--- src/rtl/core/lhb_pkg.sv ---
package lhb_pkg;

  localparam int FUNC_W    = 2;
  localparam int SAMPLE_W  = 40;
  localparam int INDEX_W   = 10;
  localparam int VALUE_W   = 32;
  localparam int COUNT_W   = 48;
  localparam int SUM_W     = 64;
  localparam int WIDTH_W   = 40;
  localparam int OFFSET_W  = 16;
  localparam int NBINS_W   = 10;
  localparam int CFG_IDX_W = 2;

  // Divider width: one bit more than a sample; the quotient of a sample by the bin width, rounded half up, fits in it.
  localparam int DIV_W = SAMPLE_W + 1;

  localparam int MAX_BINS_DEF       = 1024;
  localparam int SAMPLE_BITS_DEF    = 40;
  localparam int BIN_COUNT_BITS_DEF = 32;

  typedef enum logic [FUNC_W-1:0] {
    FUNC_RECORD = 2'd0,
    FUNC_READ   = 2'd1,
    FUNC_MEDIAN = 2'd2,
    FUNC_NONE   = 2'd3
  } func_t;

  typedef enum logic [CFG_IDX_W-1:0] {
    REG_BIN_WIDTH  = 2'd0,
    REG_BIN_OFFSET = 2'd1,
    REG_NUM_BINS   = 2'd2,
    REG_UNUSED     = 2'd3
  } cfg_reg_t;

  typedef struct packed {
    logic              start;
    logic [DIV_W-1:0]  num;
    logic [DIV_W-1:0]  den;
  } div_req_t;

  typedef struct packed {
    logic              done;
    logic [DIV_W-1:0]  quo;
    logic [DIV_W-1:0]  rem;
  } div_rsp_t;

endpackage

--- src/rtl/core/lhb_div.sv ---
// Restoring divider that retires one quotient bit per cycle.
module lhb_div (
  input  logic              clk,
  input  logic              rst_n,
  input  lhb_pkg::div_req_t req,
  output lhb_pkg::div_rsp_t rsp
);

  localparam int DW = lhb_pkg::DIV_W;
  localparam int CW = $clog2(DW);

  logic          busy_r;
  logic          done_r;
  logic [CW-1:0] cnt_r;
  logic [DW-1:0] quo_r;
  logic [DW-1:0] rem_r;
  logic [DW-1:0] den_r;
  logic [DW:0]   trial;
  logic [DW:0]   diff;
  logic          fits;

  assign trial = {rem_r, quo_r[DW-1]};
  assign diff  = trial - {1'b0, den_r};
  assign fits  = trial >= {1'b0, den_r};

  always_ff @(posedge clk) begin
    if (!rst_n) begin
      busy_r <= 1'b0;
      done_r <= 1'b0;
      cnt_r  <= '0;
    end else begin
      done_r <= 1'b0;
      if (req.start) begin
        busy_r <= 1'b1;
        cnt_r  <= '0;
      end else if (busy_r) begin
        cnt_r <= cnt_r + CW'(1);
        if (cnt_r == CW'(DW - 1)) begin
          busy_r <= 1'b0;
          done_r <= 1'b1;
        end
      end
    end
  end

  always_ff @(posedge clk) begin
    if (req.start) begin
      quo_r <= req.num;
      rem_r <= '0;
      den_r <= req.den;
    end else if (busy_r) begin
      quo_r <= {quo_r[DW-2:0], fits};
      rem_r <= fits ? diff[DW-1:0] : trial[DW-1:0];
    end
  end

  assign rsp.done = done_r;
  assign rsp.quo  = quo_r;
  assign rsp.rem  = rem_r;

endmodule

--- config.mk ---
export PLATFORM = sky130hd
export DESIGN_NAME = lhb_div
export DESIGN_NICKNAME = d
export VERILOG_FILES = /design/src/rtl/core/lhb_pkg.sv /design/src/rtl/core/lhb_div.sv
export SDC_FILE = /design/constraint.sdc
export NUM_CORES = 1
export LEC_CHECK = 0
export BUFFER_PORTS_ARGS = -buffer_cell sky130_fd_sc_hd__buf_2
export CAP_MARGIN = 25
export CORE_UTILIZATION = 35
export CTS_BUF_LIST = sky130_fd_sc_hd__clkbuf_4 sky130_fd_sc_hd__clkbuf_8
export DETAILED_ROUTE_END_ITERATION = 8
export SKIP_LAST_GASP = 1
export SYNTH_ARGS = -nofsm -noshare
export SYNTH_HDL_FRONTEND = slang
export SYNTH_SLANG_ARGS = --single-unit
--- constraint.sdc ---
create_clock -name clk -period 3.5 [get_ports clk]
set_input_delay 0.175 -clock clk [delete_from_list [all_inputs] [get_ports clk]]
set_output_delay 0.175 -clock clk [all_outputs]
set_load 0.1 [all_outputs]
==> impl_metrics.ini, run 1 <==
[synth]
syn_area_per_cell_um2 = 9.77
synth_cells = 796
synth_top_area_share_pct = 31.7
syn-cell-area_mm2 = 0.00778
synth.distinct_cells = 69
ys_ff_latch = 131
yosysTopAreaCell = edfxtp_1
synth_edf_count = 82
synthesis.nets = 925
ys.flop_type = edfxtp_1
synthTopCellsByArea = edfxtp_1 (32%), dfxtp_1 (13%), ha_1 (6.9%)
ys_async_sr_fraction_pct = 0
synth-seq-area-share_pct = 44.3
ys_warn_count = 0

[clock_network]
clk_latency_ps = 450
cts.htree.levels = 4
clk_path_buf_depth = 2
cts_tree = done
clk_pin_slew_ps = 110
cts-resized-gates = 0
clkSinkCount = 131
cts_root_buf = clkbuf_8
cts_buffers = 17

[die]
dieHeight_um = 151
ios = 168
start_util_pct = 35.6
chipWidth_um = 151
core_mm2 = 0.0218
rows = 54
dieArea_mm2 = 0.0228

[setup_path]
critPathLaunchType = flop
cp.required_ps = 3860
r2r_cells = 13
worstPathCellList = inv_1 -> ha_1 -> inv_1 -> fa_2 -> a21oi_2 -> o2bb2ai_2 -> o31a_1 -> a211oi_4 -> o22ai_4 -> or2_1 -> buf_4 -> a2bb2oi_1 -> o22ai_1
ff2ff_setup_slack_ps = 320
arrival_ps = 3540
cp_slowest_stage_delay_ps = 430
critical-path-top-delay-family = compound AO/OA/AOI/OAI gates
endpoint = rem_r[33]
path_max_fanout = 30
r2r-start = quo_r[40]
crit_path_start = quo_r[40]
cpMostUsedCell = inv_1
critical_path_class = flop to flop
critPathSlowestCell = edfxtp_1
cp_num_cells = 13
critPathCaptureType = flop
path_buf_inv = 3
worst_r2r_endpoint = rem_r[33]

[placement]
placedCellCount = 1213
placed_area_mm2 = 0.00887
hpwl_um = 15200
portBuffers = 167
gp_congestion = 0.866

[timing]
period_minus_slack_ps = 3180
slew_headroom_pct = 40.0
max_slew.worst_pin.slew_ps = 900
drv_slew = 0
holdWs_ps = 23.1
skew_ps = 17.1
setup_viol = 0
final.period_utilization_pct = 90.9
final_hold_viol_count = 0
rsz0062_at_grt = no
fmax_mhz = 314

[cells_and_area]
fin_cells = 1315
drive_gt1_share_pct = 26.4
ff_latch_area_mm2 = 0.00345
nets = 1151
diodes = 0
fillCellCount = 2121
syn_to_final_growth_pct = 28.5
multiInputGateArea_mm2 = 0.00389
finalInstanceArea_mm2 = 0.00999

[global_routing]
groute.usage.overall_pct = 19.3
antenna_found_initial = 0
grt_pass1_wl_um = 34200
met2_usage_pct = 31.4
grt_pass1_vias = 6547
grt_max_degree = 72
grt-ovfl-total = 0
use_met3_pct = 5.09
met1_usage_pct = 25.4
grt-busiest-layer = met2

[power]
p_int_uw = 2940
power_leakage_uw = 0.00431
clockPowerShare_pct = 26.5
pwr-share-comb_pct = 36.7
peakVddDrop_v = 0.000319
switching_share_pct = 42.6
p_seq_share_pct = 36.8
p_switching_uw = 2180
powerDensity_mw_per_mm2 = 513

[flow_run]
cap_violations = 0

[drt]
viasPerCell = 5.14
antenna_left = 0
firstDrtPassIters = 5
post_drt_wl_per_cell_um = 16.1
first_iter_violations = 521
route.detailed.drc = 0
vias = 6765
wirelength_um = 21200

[outcome]
outcome = finished clean

[worst_hold_path]
hold_class = input pin to flop
-- flip-flops by register name (all words and copies together) (netlist names) --
| signal | count |
|---|---|
| done_r | 1 |
| cnt_r | 6 |
| quo_r | 41 |
| rem_r | 41 |
| busy_r | 1 |
| den_r | 41 |
-- power by group through the flow --
stage	Clock, uW	Combinational, uW	Sequential, uW
2_1_floorplan	0	783	2570
3_3_place_gp	0	1810	1920
3_5_place_dp	0	1810	1920
4_1_cts	1400	1880	1890
5_1_grt	1460	2020	1900
6_report	1360	1880	1880
-- how the worst min path moves through the flow --
stage,startpoint,cells past startpoint,to,slack [ps]
global route,req[78],2,quo_r[37],2
floorplan,req[0],0,den_r[0],270
global placement,req[16],1,den_r[16],350
finish,req[50],2,quo_r[9],20
CTS,req[71],2,quo_r[30],2
detailed placement,req[24],1,den_r[24],350
-- cells in the mapped netlist, types with 4 or more instances --
cell type / count
a31oi_1: 5
o21a_1: 4
clkbuf_1: 24
a21oi_1: 50
mux2i_1: 4
ha_1: 43
mux2_2: 40
nor2_1: 55
o21ai_0: 29
a21o_1: 15
a311oi_1: 29
inv_1: 63
buf_2: 12
nand3_1: 17
nor2b_1: 7
dfxtp_1: 49
edfxtp_1: 82
and3_1: 8
o31ai_1: 4
nor3_1: 10
a21boi_0: 4
o211ai_1: 10
nand2_1: 95
or3_1: 8
o21bai_1: 11
xor2_1: 13
and2_1: 5
xnor2_1: 19
nand2b_1: 4
nand4_1: 18
buf_4: 4
-- cell usage in the layout (no fill, tap or decap), types with 40 or more instances in the layout --
cell type	count
buf_2	166
nand2_1	94
edfxtp_1	82
dlygate4sd3_1	70
inv_1	63
nor2_1	55
a21oi_1	49
dfxtp_1	47
ha_1	43
mux2_2	40
-- logic make-up (layout without fill, tap and decap cells) --
| group | count (synthesis) | in the layout | share of synthesized area, % |
|---|---|---|---|
| simple gates | 238 | 238 | 14.2 |
| compound gates | 199 | 199 | 18.4 |
| flops | 131 | 131 | 44.3 |
| buf+inv | 107 | 346 | 5.86 |
| mux | 45 | 45 | 6.50 |
| fa+ha+maj | 44 | 44 | 7.18 |
| xor+xnor | 32 | 32 | 3.60 |
-- timing repair --
action,in CTS,in global routing
endpoints found under the hold margin,69,1
hold buffers,69,1
setup buffers,0,0
-- layer usage --
| metal | vias up | wire length, um |
|---|---|---|
| met5 | - | 0 |
| met4 | 0 | 188 |
| met3 | 17 | 1400 |
| met2 | 206 | 9810 |
| met1 | 3168 | 9790 |
| li1 | 3374 | - |
-- stage by stage --
stage	setup TNS (ps)	util, %	setup WS, ps	total power, uW
detailed placement	0	40.7	331	3730
global route	0	45.8	69.7	5380
floorplan	-72.4	-	-72.4	3350
global placement	0	40.7	429	3730
finish	0	45.8	318	5120
CTS	0	45.7	309	5160
-- area by class of cell --
type / instances / area share, %
clock buffers: 17 / 2.34
clock inverters: 15 / 1.83
inverters: 63 / 2.37
multi-input cells: 558 / 38.9
flip-flops and latches: 131 / 34.5
well taps: 280 / 3.51
repair buffers: 251 / 16.6
No activity file was read; power rests on OpenSTA's default activity.
==> run 2, diff against run 1 <==
--- a/config.mk
+++ b/config.mk
@@ -12,2 +12,3 @@
 export DETAILED_ROUTE_END_ITERATION = 8
+export HOLD_SLACK_MARGIN = 0.03
 export SKIP_LAST_GASP = 1
==> constraint.sdc (replaced) <==
create_clock -name clk -period 3.5 [get_ports clk]
set_input_delay 0 -clock clk [delete_from_list [all_inputs] [get_ports clk]]
set_output_delay 0 -clock clk [all_outputs]
set_load 0.1 [all_outputs]
==> run 2 against run 1 <==
Utilization up 0.70 points. Register-to-register slack about the same. Non-clock buffer count up 14. Critical endpoint is now rem_r[25]. Count of clock-buffer cells in the layout unchanged. Largest power group unchanged. First-iteration DRC count down 13%. Final area up 1.5%. Worst hold slack better by 97 ps. Sequential power about the same. Final cell count up 1.1%.
==> impl_metrics.ini, run 2 (synthesis gave the netlist of run 1 again) <==
[drt]
viasPerCell = 5.18
route.detailed.drc = 0
wirelength_um = 21600
post_drt_wl_per_cell_um = 16.3
first_iter_violations = 455
antenna_left = 0
firstDrtPassIters = 6
vias = 6878

[placement]
gp_congestion = 0.869
portBuffers = 167
hpwl_um = 15100
pre_cts_slack_ps = 348
placedCellCount = 1213

[global_routing]
antenna_found_initial = 0
grt-ovfl-total = 0
grt_pass1_vias = 6878
grt_max_degree = 80
use_met3_pct = 5.27
met2_usage_pct = 32.7
met1_usage_pct = 25.1
grt-busiest-layer = met2
groute.usage.overall_pct = 19.8
grt_pass1_wl_um = 35300

[die]
ios = 168
dieHeight_um = 151
chipWidth_um = 151
dieArea_mm2 = 0.0228
start_util_pct = 35.6
core_mm2 = 0.0218
rows = 54

[setup_path]
critPathCaptureType = flop
critPathLaunchType = flop
path_max_fanout = 30
worstPathCellList = ha_1 -> and4_1 -> a211oi_2 -> a211oi_1 -> a211oi_4 -> o22ai_4 -> or2_1 -> buf_4 -> nand3_1 -> a311oi_1
critPathSlowestCell = ha_1
cp.required_ps = 3860
arrival_ps = 3550
critical_path_class = flop to flop
cp_slowest_stage_delay_ps = 490

[clock_network]
cts-resized-gates = 0
clk_latency_ps = 470
cts_buffers = 17
clk_path_buf_depth = 2
clk_pin_slew_ps = 90
clkSinkCount = 131
cts_tree = done
cts_root_buf = clkbuf_8
cts.htree.levels = 4
post_cts_buffers = 0

[outcome]
outcome = finished clean

[timing]
slew_headroom_pct = 42.6
period_minus_slack_ps = 3190
drv_slew = 0
fmax_mhz = 314
holdWs_ps = 120
rsz0062_at_grt = no
final.period_utilization_pct = 91.1
setup_viol = 0
skew_ps = 17.1
timing.final.ws_setup_ps = 313
max_slew.worst_pin.slew_ps = 861
final_hold_viol_count = 0

[cells_and_area]
drive_gt1_share_pct = 26.1
syn_to_final_growth_pct = 30.5
fillCellCount = 2109
top_regs = den_r x41, quo_r x41, rem_r x41
fin_cells = 1329
final_cell_mix = buf_2 (166), nand2_1 (94), dlygate4sd3_1 (83)
nets = 1165
diodes = 0
final_common_cell = buf_2

[worst_hold_path]
hold_class = input pin to flop

[power]
power_leakage_uw = 0.00437
peakVddDrop_v = 0.000257
powerDensity_mw_per_mm2 = 512

[flow_run]
cap_violations = 0
## run 2: worst paths after layout
check | from | to | slack, ps | depth (start not counted)
worst max-delay path | rem_r[16] | rem_r[25] | 310 | 10
worst min-delay path | req[82] | rem_r[40] | 120 | 3
worst max register to register | rem_r[16] | rem_r[25] | 310 | 10
worst min register to register | cnt_r[5] | done_r | 480 | 2
## run 2: metal layers
layer / share of wire, % / up-vias
li1: - / 3402
met1: 44 / 3217
met2: 47 / 225
met3: 6.8 / 34
met4: 1.8 / 0
met5: 0 / -
## run 2: repair_timing
item,CTS,global route
endpoints found under the setup margin,0,0
endpoints found under the hold margin,90,0
hold buffers,83,0
## run 2: per-stage QoR
stage	util, %	power [uW]	cell area, um2	setup TNS (ps)
final	46.5	5190	10100	0
after global routing	46.5	5440	10100	0
after CTS	46.4	5230	10100	0
after detailed placement	40.7	3730	8870	0
after global placement	40.7	3730	8870	0
after floorplan	-	3350	7780	-72.4
## run 2: layout make-up
cell class                 instances  area (um2)  area share (%)
multi-input combinational        558        3890            38.3
sequential                       131        3450            34.0
timing repair buffer             265        1810            17.8
tap                              280         350            3.45
inverter                          63         236            2.33
clock buffer                      17         234            2.31
clock inverter                    15         185            1.83
## run 2: critical path: cells and delay by family, from the launching register on
family / cells / cell delay (ps)
AOI/OAI and AO/OA: 5 / 1090
adders and majority gates: 1 / 490
buffers and inverters: 1 / 400
DFF: 1 / 390
and+or+nand+nor: 3 / 690
## run 2: report_power, final
part           switching [uW]  total (uW)  internal [uW]
clock network             744        1410            669
logic                    1350        1890            548
registers                93.3        1890           1790
total                    2180        5190           3010
==> run 3, diff against run 2 <==
- CORE_MARGIN: not set -> 2
==> run 3 against run 2 <==
Count of clock-buffer cells in the layout did not move. Critical path depth rose by 3. Utilization rose by 0.057 points. Worst hold slack got worse by 54 ps. Maximum frequency rose by 3.3%. Highest routed layer unchanged. Power fell by 1.5%. Flip-flop and latch count did not move. Register-to-register slack improved by 100 ps. Final area rose by 0.12%. Global-route usage fell by 1.1 points. First-iteration DRC count did not move. Worst setup slack improved by 100 ps. Largest cell class unchanged.
==> impl_metrics.ini, run 3 (synthesis gave the netlist of run 1 again) <==
[outcome]
outcome = finished clean

[setup_path]
worstPathCellList = inv_1 -> ha_1 -> inv_1 -> fa_2 -> a21oi_2 -> o2bb2ai_2 -> o31a_1 -> a211oi_4 -> buf_4 -> a211oi_1 -> or3_1 -> nand3_1 -> o221ai_1
arrival_ps = 3420
ff2ff_setup_slack_ps = 410
cp_slowest_stage_delay_ps = 420
critPathLaunchType = flop
path_buf_inv = 3
critPathSlowestCell = edfxtp_1
worst_r2r_endpoint = rem_r[36]
r2r_cells = 13
path_max_fanout = 7
critical_path_class = flop to flop
r2r-start = quo_r[40]
cpMostUsedCell = inv_1
cp.required_ps = 3830
critical-path-top-delay-family = compound AO/OA/AOI/OAI gates
critPathCaptureType = flop

[clock_network]
cts_tree = done
cts.htree.levels = 4
post_cts_buffers = 0
clkSinkCount = 131
clk_latency_ps = 470
cts_root_buf = clkbuf_8
clk_pin_slew_ps = 100
clk_path_buf_depth = 2
cts_buffers = 17

[power]
fin_total_pwr_uw = 5120
power_leakage_uw = 0.00438
peakVddDrop_v = 0.000268
powerDensity_mw_per_mm2 = 504

[global_routing]
antenna_found_initial = 0
grt-ovfl-total = 0
grt_pass1_vias = 6926
grt_pass1_wl_um = 35700
groute.usage.overall_pct = 18.7
grt_max_degree = 80

[drt]
vias = 6815
antenna_left = 0
route.detailed.drc = 0
wirelength_um = 21700
firstDrtPassIters = 4
first_iter_violations = 455
post_drt_wl_per_cell_um = 16.3
viasPerCell = 5.12

[cells_and_area]
top_regs = den_r x41, quo_r x41, rem_r x41
diodes = 0
final_common_cell = buf_2
final_cell_mix = buf_2 (166), nand2_1 (94), dlygate4sd3_1 (83)
fillCellCount = 2133
nets = 1167
syn_to_final_growth_pct = 30.6
post-route-util_pct = 46.5
drive_gt1_share_pct = 26.4

[timing]
final_hold_viol_count = 0
tns_ps = 0
holdWs_ps = 66.4
setup_viol = 0
rsz0062_at_grt = no
slew_headroom_pct = 43.0
final.period_utilization_pct = 88.2
drv_slew = 0
timing.final.ws_setup_ps = 413
period_minus_slack_ps = 3090
max_slew.worst_pin.slew_ps = 855
skew_ps = 19.9
fmax_mhz = 324

[die]
dieHeight_um = 153
start_util_pct = 35.6
rows = 54
core_mm2 = 0.0218
dieArea_mm2 = 0.0234
ios = 168
chipWidth_um = 153

[placement]
hpwl_um = 15200
pre_cts_slack_ps = 303
gp_congestion = 0.861
portBuffers = 167

[worst_hold_path]
hold_class = input pin to flop
whs_endpoint = rem_r[24]
whs_path_depth = 2
min_from = req[82]

[flow_run]
cap_violations = 0
-- run 3: cell types whose count changed in the layout (fill, tap and decap cells not counted) --
| cell | previous run | this run |
|---|---|---|
| or2_4 | 0 | 1 |
| buf_4 | 14 | 16 |
| clkinv_8 | 0 | 5 |
| bufinv_16 | 2 | 0 |
| clkinvlp_4 | 3 | 1 |
| inv_8 | 6 | 5 |
| or2_1 | 1 | 0 |
-- run 3: worst max path at each step --
stage          startpoint        end  cells after the start
6_report        quo_r[40]  rem_r[36]                     13
5_1_grt         den_r[14]  rem_r[39]                     10
4_1_cts         quo_r[40]  rem_r[10]                     13
3_5_place_dp    quo_r[40]  rem_r[10]                     13
3_3_place_gp    quo_r[40]  rem_r[10]                     13
2_1_floorplan   quo_r[40]   quo_r[0]                     13
-- run 3: final cells by class --
cell class                      count  area, um2  share of cell area [%]
Sequential cell                   131       3450                    33.9
Timing Repair Buffer              267       1820                    17.9
Clock buffer                       17        234                    2.30
Tap cell                          280        350                    3.45
Inverter                           63        236                    2.33
Multi-Input combinational cell    558       3890                    38.3
Clock inverter                     15        180                    1.77
-- run 3: what timing repair did --
item / CTS / global route
hold buffers: 83 / 0
setup endpoints to repair: 0 / 9
hold endpoints to repair: 90 / 0
resized for setup: 0 / 1
-- run 3: where the power goes --
| group | total (uW) | internal, uW | switching (uW) | leakage [uW] |
|---|---|---|---|---|
| Combinational | 1910 | 555 | 1350 | 0.00296 |
| Clock | 1330 | 550 | 776 | 0.000205 |
| Sequential | 1880 | 1790 | 89.6 | 0.00122 |
-- run 3: worst reg2reg max path: cells and delay by family (launching register included) --
| family | cells | cell delay (ps) |
|---|---|---|
| simple gates | 2 | 520 |
| fa+ha+maj | 2 | 510 |
| buf+inv | 3 | 340 |
| compound gates | 6 | 1160 |
| flops | 1 | 420 |
-- run 3: layer usage --
layer,part of all wire [%],track usage [%],vias to the layer above
met2,47,30.7,198
met1,44,23.9,3190
met4,2.2,6.79,0
met3,6.6,4.93,30
li1,-,-,3397
met5,0,0,-
-- run 3: stage by stage --
step	instance area (um2)	std cells
finish	10200	1331
CTS	10100	1330
global route	10200	1331
global placement	8890	1215
detailed placement	8890	1215
floorplan	7780	796
